File: config.mk
export PLATFORM = sky130hd
export DESIGN_NAME = load_trend_spike_predictor
export DESIGN_NICKNAME = d
export VERILOG_FILES = /design/src/hdl/ltsp_pkg.sv /design/src/hdl/load_trend_spike_predictor.sv /design/src/hdl/ltsp_ram.sv /design/src/hdl/ltsp_mul.sv /design/src/hdl/ltsp_cfg.sv
export SDC_FILE = /design/constraint.sdc
export NUM_CORES = 2
export LEC_CHECK = 0
export BUFFER_PORTS_ARGS = -buffer_cell sky130_fd_sc_hd__buf_4
export CAP_MARGIN = 20
export CORE_MARGIN = 2
export CORE_UTILIZATION = 51
export CTS_CLUSTER_SIZE = 20
export DETAILED_ROUTE_END_ITERATION = 8
export PLACE_DENSITY = 0.67
export SYNTH_ARGS = -nofsm -noshare
export SYNTH_HDL_FRONTEND = slang
export SYNTH_SLANG_ARGS = --single-unit
File: constraint.sdc
create_clock -name clk -period 12.14 [get_ports clk]
set_input_delay 0 -clock clk [delete_from_list [all_inputs] [get_ports clk]]
set_output_delay 0 -clock clk [all_outputs]
set_load 0.05 [all_outputs]
File: src/hdl/ltsp_pkg.sv
`default_nettype none

package ltsp_pkg;

  // field and register widths
  localparam int unsigned LOAD_W      = 16;
  localparam int unsigned WEIGHT_W    = 17;
  localparam int unsigned THRESH_W    = 16;
  localparam int unsigned LEVEL_W     = 17;
  localparam int unsigned AVG_W       = 32;
  localparam int unsigned FRAC_W      = 16;
  localparam int unsigned CFG_INDEX_W = 2;
  localparam int unsigned CFG_DATA_W  = 17;
  localparam int unsigned CODE_W      = 2;

  localparam int unsigned WINDOW_DEPTH_DEFAULT = 16;

  // weight of 0.3 in Q1.16 and 1.0 in Q1.16
  localparam logic [WEIGHT_W-1:0] WEIGHT_DEFAULT = 17'd19661;
  localparam logic [WEIGHT_W-1:0] WEIGHT_ONE     = 17'd65536;

  // register reset values
  localparam logic [THRESH_W-1:0] THRESH_RESET = 16'd128;
  localparam logic [LEVEL_W-1:0]  UP_RESET     = 17'd20480;
  localparam logic [LEVEL_W-1:0]  DOWN_RESET   = 17'd7680;

  // register indexes
  localparam logic [CFG_INDEX_W-1:0] REG_EMA_WEIGHT      = 2'd0;
  localparam logic [CFG_INDEX_W-1:0] REG_TREND_THRESHOLD = 2'd1;
  localparam logic [CFG_INDEX_W-1:0] REG_SCALE_UP        = 2'd2;
  localparam logic [CFG_INDEX_W-1:0] REG_SCALE_DOWN      = 2'd3;

  // trend codes
  localparam logic [CODE_W-1:0] TREND_FLAT = 2'd0;
  localparam logic [CODE_W-1:0] TREND_UP   = 2'd1;
  localparam logic [CODE_W-1:0] TREND_DOWN = 2'd2;

  // advice codes
  localparam logic [CODE_W-1:0] ADVICE_NONE = 2'd0;
  localparam logic [CODE_W-1:0] ADVICE_UP   = 2'd1;
  localparam logic [CODE_W-1:0] ADVICE_DOWN = 2'd2;

  // settings as seen by the datapath
  typedef struct packed {
    logic [WEIGHT_W-1:0] weight;
    logic [WEIGHT_W-1:0] weight_comp;
    logic [THRESH_W-1:0] threshold;
    logic [LEVEL_W-1:0]  up_level;
    logic [LEVEL_W-1:0]  down_level;
  } cfg_t;

  // sequencer states, one product issued in each busy state
  typedef enum logic [9:0] {
    ST_IDLE = 10'b0000000001,
    ST_OLD  = 10'b0000000010,
    ST_XSQ  = 10'b0000000100,
    ST_WX   = 10'b0000001000,
    ST_WP   = 10'b0000010000,
    ST_NX   = 10'b0000100000,
    ST_NQ   = 10'b0001000000,
    ST_SS   = 10'b0010000000,
    ST_EE   = 10'b0100000000,
    ST_FIN  = 10'b1000000000
  } state_t;

endpackage

`default_nettype wire

File: src/hdl/load_trend_spike_predictor.sv
`default_nettype none

// the result is registered as the sequencer leaves ST_FIN; a new item is
// accepted only in idle, so not before the last result is registered; the
// shared multiplier forms eight products per item, one each cycle
// reset: clears the sums, the average, the fill count and the ring pointer;
// the sample memory is not cleared, entries are used only once written

module load_trend_spike_predictor #(
  parameter int unsigned WINDOW_DEPTH = ltsp_pkg::WINDOW_DEPTH_DEFAULT
) (
  input  wire logic                                  clk,
  input  wire logic                                  rst,
  input  wire logic                                  cfg_write,
  input  wire logic [ltsp_pkg::CFG_INDEX_W-1:0]      cfg_index,
  input  wire logic [ltsp_pkg::CFG_DATA_W-1:0]       cfg_data,
  input  wire logic                                  in_valid,
  output logic                                       in_ready,
  input  wire logic [ltsp_pkg::LOAD_W-1:0]           observed_load,
  output logic                                       out_valid,
  input  wire logic                                  out_ready,
  output logic      [ltsp_pkg::LOAD_W-1:0]           smoothed_load,
  output logic signed [ltsp_pkg::LOAD_W:0]           load_change,
  output logic      [ltsp_pkg::LEVEL_W-1:0]          projected_load,
  output logic      [ltsp_pkg::CODE_W-1:0]           trend_code,
  output logic                                       spike_flag,
  output logic      [ltsp_pkg::CODE_W-1:0]           advice_code,
  output logic      [$clog2(WINDOW_DEPTH+1)-1:0]     fill_count
);

  import ltsp_pkg::*;

  localparam int unsigned LOG_D  = $clog2(WINDOW_DEPTH);
  localparam int unsigned SLOT_W = LOG_D;
  localparam int unsigned CNT_W  = $clog2(WINDOW_DEPTH + 1);
  localparam int unsigned SW     = LOAD_W + LOG_D;
  localparam int unsigned QW     = 2 * LOAD_W + LOG_D;
  localparam int unsigned A_W    = (SW > WEIGHT_W) ? SW : WEIGHT_W;
  localparam int unsigned B_W    = (QW > AVG_W) ? QW : AVG_W;
  localparam int unsigned PW     = A_W + B_W;
  localparam int unsigned VW     = 2 * SW;
  localparam int unsigned WX_W   = WEIGHT_W + LOAD_W;
  localparam int unsigned WP_W   = WEIGHT_W + AVG_W;
  localparam int unsigned ACC_W  = WP_W + 1;
  localparam int unsigned DW     = AVG_W + 1;

  cfg_t                 cfg;
  state_t               state;
  logic [LOAD_W-1:0]    x_reg;
  logic [SLOT_W-1:0]    write_slot;
  logic [CNT_W-1:0]     held_count;
  logic                 was_full;
  logic [SW-1:0]        running_sum;
  logic [QW-1:0]        running_square_sum;
  logic [AVG_W-1:0]     average_value;
  logic [AVG_W-1:0]     prev_avg;
  logic [WX_W-1:0]      wx_reg;
  logic                 e_pos;
  logic [SW-1:0]        e_reg;
  logic [VW-1:0]        nq_reg;
  logic [VW-1:0]        var_reg;
  logic signed [DW-1:0] diff_q;
  logic [DW-1:0]        pred_q;
  logic [CODE_W-1:0]    trend_q;

  logic [LOAD_W-1:0]    old_sample;
  logic [A_W-1:0]       mul_a;
  logic [B_W-1:0]       mul_b;
  logic [PW-1:0]        prod;
  logic                 in_take;
  logic                 out_free;
  logic                 ring_full;
  logic [ACC_W-1:0]     ema_sum;
  logic signed [DW-1:0] diff;
  logic signed [DW-1:0] thr;
  logic signed [DW:0]   pred_s;
  logic                 spike;
  logic [CODE_W-1:0]    advice;

  assign in_ready  = (state == ST_IDLE) && !rst;
  assign in_take   = in_valid && in_ready;
  assign out_free  = !out_valid || out_ready;
  assign ring_full = (held_count == CNT_W'(WINDOW_DEPTH));

  // configuration registers
  ltsp_cfg u_cfg (
    .clk       (clk),
    .rst       (rst),
    .cfg_write (cfg_write),
    .cfg_index (cfg_index),
    .cfg_data  (cfg_data),
    .cfg       (cfg)
  );

  // sample ring: oldest entry read on accept, new sample written in the next cycle
  ltsp_ram #(
    .WIDTH (LOAD_W),
    .DEPTH (WINDOW_DEPTH)
  ) u_ring (
    .clk   (clk),
    .we    (state == ST_OLD),
    .waddr (write_slot),
    .wdata (x_reg),
    .re    (in_take),
    .raddr (write_slot),
    .rdata (old_sample)
  );

  // operand selection for the shared multiplier
  always_comb begin
    unique case (state)
      ST_OLD: begin
        mul_a = A_W'(old_sample);
        mul_b = B_W'(old_sample);
      end
      ST_XSQ: begin
        mul_a = A_W'(x_reg);
        mul_b = B_W'(x_reg);
      end
      ST_WX: begin
        mul_a = A_W'(cfg.weight);
        mul_b = B_W'(x_reg);
      end
      ST_WP: begin
        mul_a = A_W'(cfg.weight_comp);
        mul_b = B_W'(average_value);
      end
      ST_NX: begin
        mul_a = A_W'(held_count);
        mul_b = B_W'(x_reg);
      end
      ST_NQ: begin
        mul_a = A_W'(held_count);
        mul_b = B_W'(running_square_sum);
      end
      ST_SS: begin
        mul_a = A_W'(running_sum);
        mul_b = B_W'(running_sum);
      end
      ST_EE, ST_FIN: begin
        mul_a = A_W'(e_reg);
        mul_b = B_W'(e_reg);
      end
      default: begin
        mul_a = '0;
        mul_b = '0;
      end
    endcase
  end

  ltsp_mul #(
    .A_W (A_W),
    .B_W (B_W)
  ) u_mul (
    .clk (clk),
    .a   (mul_a),
    .b   (mul_b),
    .p   (prod)
  );

  // ema blend: weight times sample in Q17.32 plus complement times previous
  assign ema_sum = {1'b0, wx_reg, {FRAC_W{1'b0}}} + ACC_W'(prod[WP_W-1:0]);

  // change, trend threshold and prediction sum in Q17.16
  always_comb begin
    diff   = $signed({1'b0, average_value}) - $signed({1'b0, prev_avg});
    thr    = $signed({1'b0, cfg.threshold, {FRAC_W{1'b0}}});
    pred_s = $signed({1'b0, average_value}) + (DW+1)'(diff);
  end

  // spike test and advice
  always_comb begin
    spike = e_pos && (prod > PW'({var_reg, 2'b00}));
    if (pred_q > DW'({cfg.up_level, {FRAC_W{1'b0}}}) || spike) begin
      advice = ADVICE_UP;
    end else if (pred_q < DW'({cfg.down_level, {FRAC_W{1'b0}}}) &&
                 trend_q == TREND_DOWN) begin
      advice = ADVICE_DOWN;
    end else begin
      advice = ADVICE_NONE;
    end
  end

  // sequencer and window state
  always_ff @(posedge clk) begin
    if (rst) begin
      state              <= ST_IDLE;
      write_slot         <= '0;
      held_count         <= '0;
      running_sum        <= '0;
      running_square_sum <= '0;
      average_value      <= '0;
    end else begin
      unique case (state)
        ST_IDLE: begin
          if (in_take) begin
            state <= ST_OLD;
          end
        end
        ST_OLD: begin
          running_sum <= running_sum + SW'(x_reg) -
                         (ring_full ? SW'(old_sample) : SW'(0));
          if (!ring_full) begin
            held_count <= held_count + CNT_W'(1);
          end
          if (write_slot == SLOT_W'(WINDOW_DEPTH - 1)) begin
            write_slot <= '0;
          end else begin
            write_slot <= write_slot + SLOT_W'(1);
          end
          state <= ST_XSQ;
        end
        ST_XSQ: begin
          if (was_full) begin
            running_square_sum <= running_square_sum - prod[QW-1:0];
          end
          state <= ST_WX;
        end
        ST_WX: begin
          running_square_sum <= running_square_sum + prod[QW-1:0];
          state <= ST_WP;
        end
        ST_WP: begin
          state <= ST_NX;
        end
        ST_NX: begin
          if (held_count == CNT_W'(1)) begin
            average_value <= {x_reg, {FRAC_W{1'b0}}};
          end else begin
            average_value <= ema_sum[FRAC_W +: AVG_W];
          end
          state <= ST_NQ;
        end
        ST_NQ: state <= ST_SS;
        ST_SS: state <= ST_EE;
        ST_EE: state <= ST_FIN;
        ST_FIN: begin
          if (out_free) begin
            state <= ST_IDLE;
          end
        end
        default: state <= ST_IDLE;
      endcase
    end
  end

  // datapath registers, no reset needed
  always_ff @(posedge clk) begin
    if (in_take) begin
      x_reg <= observed_load;
    end
    unique case (state)
      ST_OLD: was_full <= ring_full;
      ST_WP:  wx_reg   <= prod[WX_W-1:0];
      ST_NX:  prev_avg <= average_value;
      ST_NQ: begin
        e_pos  <= prod > PW'(running_sum);
        e_reg  <= prod[SW-1:0] - running_sum;
        diff_q <= diff;
        pred_q <= pred_s[DW] ? '0 : pred_s[DW-1:0];
        if (diff > thr) begin
          trend_q <= TREND_UP;
        end else if (diff < -thr) begin
          trend_q <= TREND_DOWN;
        end else begin
          trend_q <= TREND_FLAT;
        end
      end
      ST_SS:  nq_reg  <= prod[VW-1:0];
      ST_EE:  var_reg <= nq_reg - prod[VW-1:0];
      default: ;
    endcase
  end

  // output register
  always_ff @(posedge clk) begin
    if (rst) begin
      out_valid <= 1'b0;
    end else if (state == ST_FIN && out_free) begin
      out_valid <= 1'b1;
    end else if (out_ready) begin
      out_valid <= 1'b0;
    end
  end

  always_ff @(posedge clk) begin
    if (state == ST_FIN && out_free) begin
      smoothed_load  <= average_value[AVG_W-1:FRAC_W];
      load_change    <= diff_q[DW-1:FRAC_W];
      projected_load <= pred_q[DW-1:FRAC_W];
      trend_code     <= trend_q;
      spike_flag     <= spike;
      advice_code    <= advice;
      fill_count     <= held_count;
    end
  end

endmodule

`default_nettype wire

File: src/hdl/ltsp_ram.sv
`default_nettype none

module ltsp_ram #(
  parameter int unsigned WIDTH = 16,
  parameter int unsigned DEPTH = 16
) (
  input  wire logic                     clk,
  input  wire logic                     we,
  input  wire logic [$clog2(DEPTH)-1:0] waddr,
  input  wire logic [WIDTH-1:0]         wdata,
  input  wire logic                     re,
  input  wire logic [$clog2(DEPTH)-1:0] raddr,
  output logic      [WIDTH-1:0]         rdata
);

  logic [WIDTH-1:0] mem [DEPTH];

  // one write port, one registered read port
  always_ff @(posedge clk) begin
    if (we) begin
      mem[waddr] <= wdata;
    end
    if (re) begin
      rdata <= mem[raddr];
    end
  end

endmodule

`default_nettype wire

File: src/hdl/ltsp_mul.sv
`default_nettype none

module ltsp_mul #(
  parameter int unsigned A_W = 20,
  parameter int unsigned B_W = 36
) (
  input  wire logic               clk,
  input  wire logic [A_W-1:0]     a,
  input  wire logic [B_W-1:0]     b,
  output logic      [A_W+B_W-1:0] p
);

  // shared unsigned multiplier, product registered
  always_ff @(posedge clk) begin
    p <= (A_W+B_W)'(a) * (A_W+B_W)'(b);
  end

endmodule

`default_nettype wire

File: src/hdl/ltsp_cfg.sv
`default_nettype none

module ltsp_cfg (
  input  wire logic                               clk,
  input  wire logic                               rst,
  input  wire logic                               cfg_write,
  input  wire logic [ltsp_pkg::CFG_INDEX_W-1:0]   cfg_index,
  input  wire logic [ltsp_pkg::CFG_DATA_W-1:0]    cfg_data,
  output ltsp_pkg::cfg_t                          cfg
);

  import ltsp_pkg::*;

  logic [WEIGHT_W-1:0] weight_eff;

  // out-of-range weight falls back to 0.3
  always_comb begin
    if (cfg_data == '0 || cfg_data > WEIGHT_ONE) begin
      weight_eff = WEIGHT_DEFAULT;
    end else begin
      weight_eff = cfg_data;
    end
  end

  // register writes, weight stored already cleaned with its complement
  always_ff @(posedge clk) begin
    if (rst) begin
      cfg.weight      <= WEIGHT_DEFAULT;
      cfg.weight_comp <= WEIGHT_ONE - WEIGHT_DEFAULT;
      cfg.threshold   <= THRESH_RESET;
      cfg.up_level    <= UP_RESET;
      cfg.down_level  <= DOWN_RESET;
    end else if (cfg_write) begin
      unique case (cfg_index)
        REG_EMA_WEIGHT: begin
          cfg.weight      <= weight_eff;
          cfg.weight_comp <= WEIGHT_ONE - weight_eff;
        end
        REG_TREND_THRESHOLD: cfg.threshold  <= cfg_data[THRESH_W-1:0];
        REG_SCALE_UP:        cfg.up_level   <= cfg_data[LEVEL_W-1:0];
        REG_SCALE_DOWN:      cfg.down_level <= cfg_data[LEVEL_W-1:0];
        default: ;
      endcase
    end
  end

endmodule

`default_nettype wire
==> key figures <==
Cells and area
  • Final #Nets: 7916
  • FF+latch area: between 20000 and 25000 um2
  • Top reg by flops: u_ring.mem
  • Multi-input gate area: 39300 um2
  • Top flop regs: u_ring.mem x256, u_cfg.cfg x83, u_mul.p x56
  • Layout filler cell count: 11000
  • Area delta synth->final: 10.4%
  • Proportion of layout cells with a drive suffix above 1: 7.41%
  • Max reg flops: approximately 260

Pwr
  • P_int: 0.00550 W
  • Switching Fraction: between 30 and 40%
  • Flop pwr share: 38.9%
  • Lkg Pwr: 31.8 nW
  • Sw Pwr: about 0.0024 W
  • Clock share of power: between 30 and 40%
  • Comb pwr share: ~26%
  • PwrDens: roughly 110 nW/um2
  • Max IR drop VDD: between 200 and 250 uV

Drt
  • Number of vias per cell: 5.88
  • WL/cell: between 20 and 25 um
  • Antenna Nets Post-Route: 0
  • DR WL met2: slightly below 90000 um
  • First drt pass iteration count: 8
  • Final WL: roughly 200000 um
  • DRC: 0
  • Metal3 WL: 22800 um
  • Uppermost routed layer: met5
  • Detailed-route via count: around 50000
  • Drt first-iter violations: between 5000 and 6000
  • Met1 Wirelength: just over 80000 um

Clocking
  • CTS tree: done
  • CTS root buf: clkbuf_16
  • CTS Buf Count: 87
  • Clock Tree Buf Depth: 3
  • # H-tree levels: 3
  • Clock Latency Late Sink: 0.70 ns
  • Post-CTS Setup Inserts: 0
  • Clock Pin Slew Worst Setup and Hold Paths: about 0.07 ns
  • Clock sinks: between 800 and 900

Timing
  • # setup viols final: 0
  • Period minus WS final: approximately 11 ns
  • RSZ-0062 raised after global routing: no
  • Hold Worst Slack: slightly below 0.04 ns
  • Total negative slack: 0 ns
  • Final Hold Fails: 0
  • Fmax: between 0.09 and 0.1 GHz
  • Slew HR: between 10% and 20%
  • Max Transition Viols Final: 0
  • Skew final: 0.0392 ns
  • Slew @ Worst Pin: approximately 1.3 ns
  • Final period util: 86.5%

Synth
  • Gate Count Post-Synth: approximately 6600
  • Synth Register Bits: about 800
  • Syn avg cell area: 10.0 um2
  • Ys flop type: edfxtp_1
  • Area leader, netlist: edfxtp_1
  • Dominant cells by area after synthesis: edfxtp_1 26%, fa_1 19%, ha_1 9.4%
  • Post-synthesis sequential area ratio: around a third
  • Cell variety after synth: between 80 and 90
  • FFs w/ async S/R, synth: 0%
  • Yosys Warn Count: 0
  • Yosys top cell area share: 25.9%
  • EDFF count, synth: ~570
  • Netlist Area Pre-Place: ~66000 um2

Outcome
  • Status: complete, no violations

Critical path
  • Crit Path Class: reg2reg
  • Kind of end point of the critical path: register
  • CP max stage cell: nand2_1
  • CP max stage delay: roughly 0.8 ns
  • Critical Path RT: roughly 13 ns
  • Worst r2r src: state[8]
  • WP data arrival: about 11 ns
  • Crit path top cell by count: fa_1
  • Crit path launch type: register
  • CP Launch Point: state[8]
  • Worst-path fanout max: 52

Floorplan
  • Initial Utilization: roughly half
  • Num rows: about 130
  • # IOs: about 100
  • Core area: 128000 um2
  • Die area: 131000 um2
  • Die outline height: 362 um
  • Die width: between 300 and 400 um

Global routing
  • Vias in the first global route: around 50000
  • First-pass GRT wire length: about 310000 um
  • Total GRT Usage: 31.1%
  • Grt ovf: 0
  • Pin count of the biggest net entering global routing: 67
  • Initial antenna violation count: 4

Hold path
  • Hold Crit Class: in2reg
  • Worst Hold Launch: observed_load[7]

Placed design
  • Port-buffer cells: about 100
  • Gpl congestion: 1.00
  • Detail Placement HPWL: approximately 150000 um

Flow run
  • Max Cap Viol: 0
## cells in the mapped netlist (10+ instances only)
| master | instances |
|---|---|
| a211o_1 | 13 |
| a211oi_1 | 60 |
| a21o_1 | 165 |
| a21oi_1 | 345 |
| a222oi_1 | 19 |
| a22o_1 | 18 |
| a22oi_1 | 52 |
| a31oi_1 | 33 |
| and2_1 | 52 |
| and3_1 | 52 |
| buf_1 | 22 |
| buf_2 | 11 |
| clkbuf_1 | 219 |
| dfxtp_1 | 247 |
| edfxtp_1 | 566 |
| fa_1 | 630 |
| ha_1 | 492 |
| inv_1 | 996 |
| mux4_2 | 80 |
| nand2_1 | 774 |
| nand2b_1 | 48 |
| nand3_1 | 108 |
| nand3b_1 | 15 |
| nand4_1 | 47 |
| nor2_1 | 499 |
| nor2b_1 | 42 |
| nor3_1 | 84 |
| nor3b_1 | 13 |
| nor4_1 | 37 |
| nor4b_1 | 11 |
| o211ai_1 | 36 |
| o21a_1 | 36 |
| o21ai_0 | 132 |
| o21ai_1 | 53 |
| o21bai_1 | 31 |
| o31a_1 | 10 |
| o31ai_1 | 20 |
| or2_2 | 23 |
| or3_1 | 23 |
| or4_1 | 14 |
| xnor2_1 | 203 |
| xor2_1 | 76 |
## power by group through the flow
stage	Sequential, W	Clock [W]	Combinational (W)
finish	0.00308	0.00281	0.00203
global route	0.00309	0.00295	0.00227
CTS	0.00308	0.00284	0.00195
detailed placement	0.00314	0	0.00191
global placement	0.00314	0	0.00190
floorplan	0.00311	0	0.00152
## metrics by stage
stage          utilization, %  power [W]  std cells  area, um2  setup slack [ns]
4_1_cts                  56.7    0.00788       8488      72300              1.82
5_1_grt                  56.7    0.00831       8489      72300              1.19
3_3_place_gp             53.9    0.00504       8280      68800              2.02
2_1_floorplan               -    0.00463       6649      65900              1.95
3_5_place_dp             54.0    0.00506       8281      68800              1.90
6_report                 56.7    0.00793       8494      72300              1.63
## worst max-delay path: cells and delay by family, from the launching register on
family                   cells  cell delay, ns
adder cells (fa/ha/maj)      8            4.13
AO/OA/AOI/OAI               10            2.30
AND/OR/NAND/NOR              5            2.03
buffers and inverters        8            1.42
flip-flops                   1            0.36
XOR/XNOR                     1            0.13
## per-layer routing
layer  vias up  global-route usage [%]
li1      22400                       -
met1     24600                    41.4
met2      2466                    47.7
met3       485                    8.76
met4         4                    13.1
met5         -                       0
## timing repair
| item | 4_1_cts | 5_1_grt |
|---|---|---|
| gates resized for setup | 0 | 0 |
| hold buffers | 45 | 0 |
| hold endpoints to repair | 135 | 0 |
## cells in the final DEF (no fill, tap or decap), drive strengths merged, types with 14 or more instances in the layout
cell,n
nor3,84
nand4,47
a31oi,33
clkbuf,126
o21a,36
edfxtp,566
ha,492
nor2b,43
buf,226
or3,23
nand3,108
nor4,37
xor2,76
o21bai,31
or2,25
inv,1009
conb,96
o21ai,185
dlygate4sd3,45
a222oi,19
a22oi,52
or4,14
fa,630
clkinv,17
a21oi,346
a21o,165
nor2,500
xnor2,203
and3,52
nand3b,15
mux4,80
nand2b,48
and2,53
a22o,18
a211oi,60
dfxtp,247
o31ai,20
nand2,774
o211ai,36
## worst paths after layout
check	slack (ns)	to	cells past startpoint
setup / recovery	1.63	u_mul.p[46]	32
hold / removal	0.04	x_reg[7]	2
setup reg to reg	1.63	u_mul.p[46]	32
hold reg to reg	0.42	load_change[12]	0
## final cells by class
type / count / share of cell area, %
multi-input cells: 4580 / 54.4
flip-flops and latches: 813 / 30.3
inverters: 1001 / 5.20
clock buffers: 126 / 3.48
repair buffers: 271 / 2.98
well taps: 1662 / 2.88
clock inverters: 36 / 0.720
diodes: 5 / 0.0173
## logic make-up (layout without fill, tap and decap cells)
group	count (synthesis)	after routing	share of synthesized area [%]
XOR/XNOR	279	279	3.73
multiplexers	90	90	2.90
AO/OA/AOI/OAI	1124	1124	11.2
adder cells (fa/ha/maj)	1122	1122	28.6
AND/OR/NAND/NOR	1869	1869	12.8
other	2	101	0.0115
buffers and inverters	1256	1434	7.23
flip-flops	813	813	33.5
No activity file was read; power rests on OpenSTA's default activity.
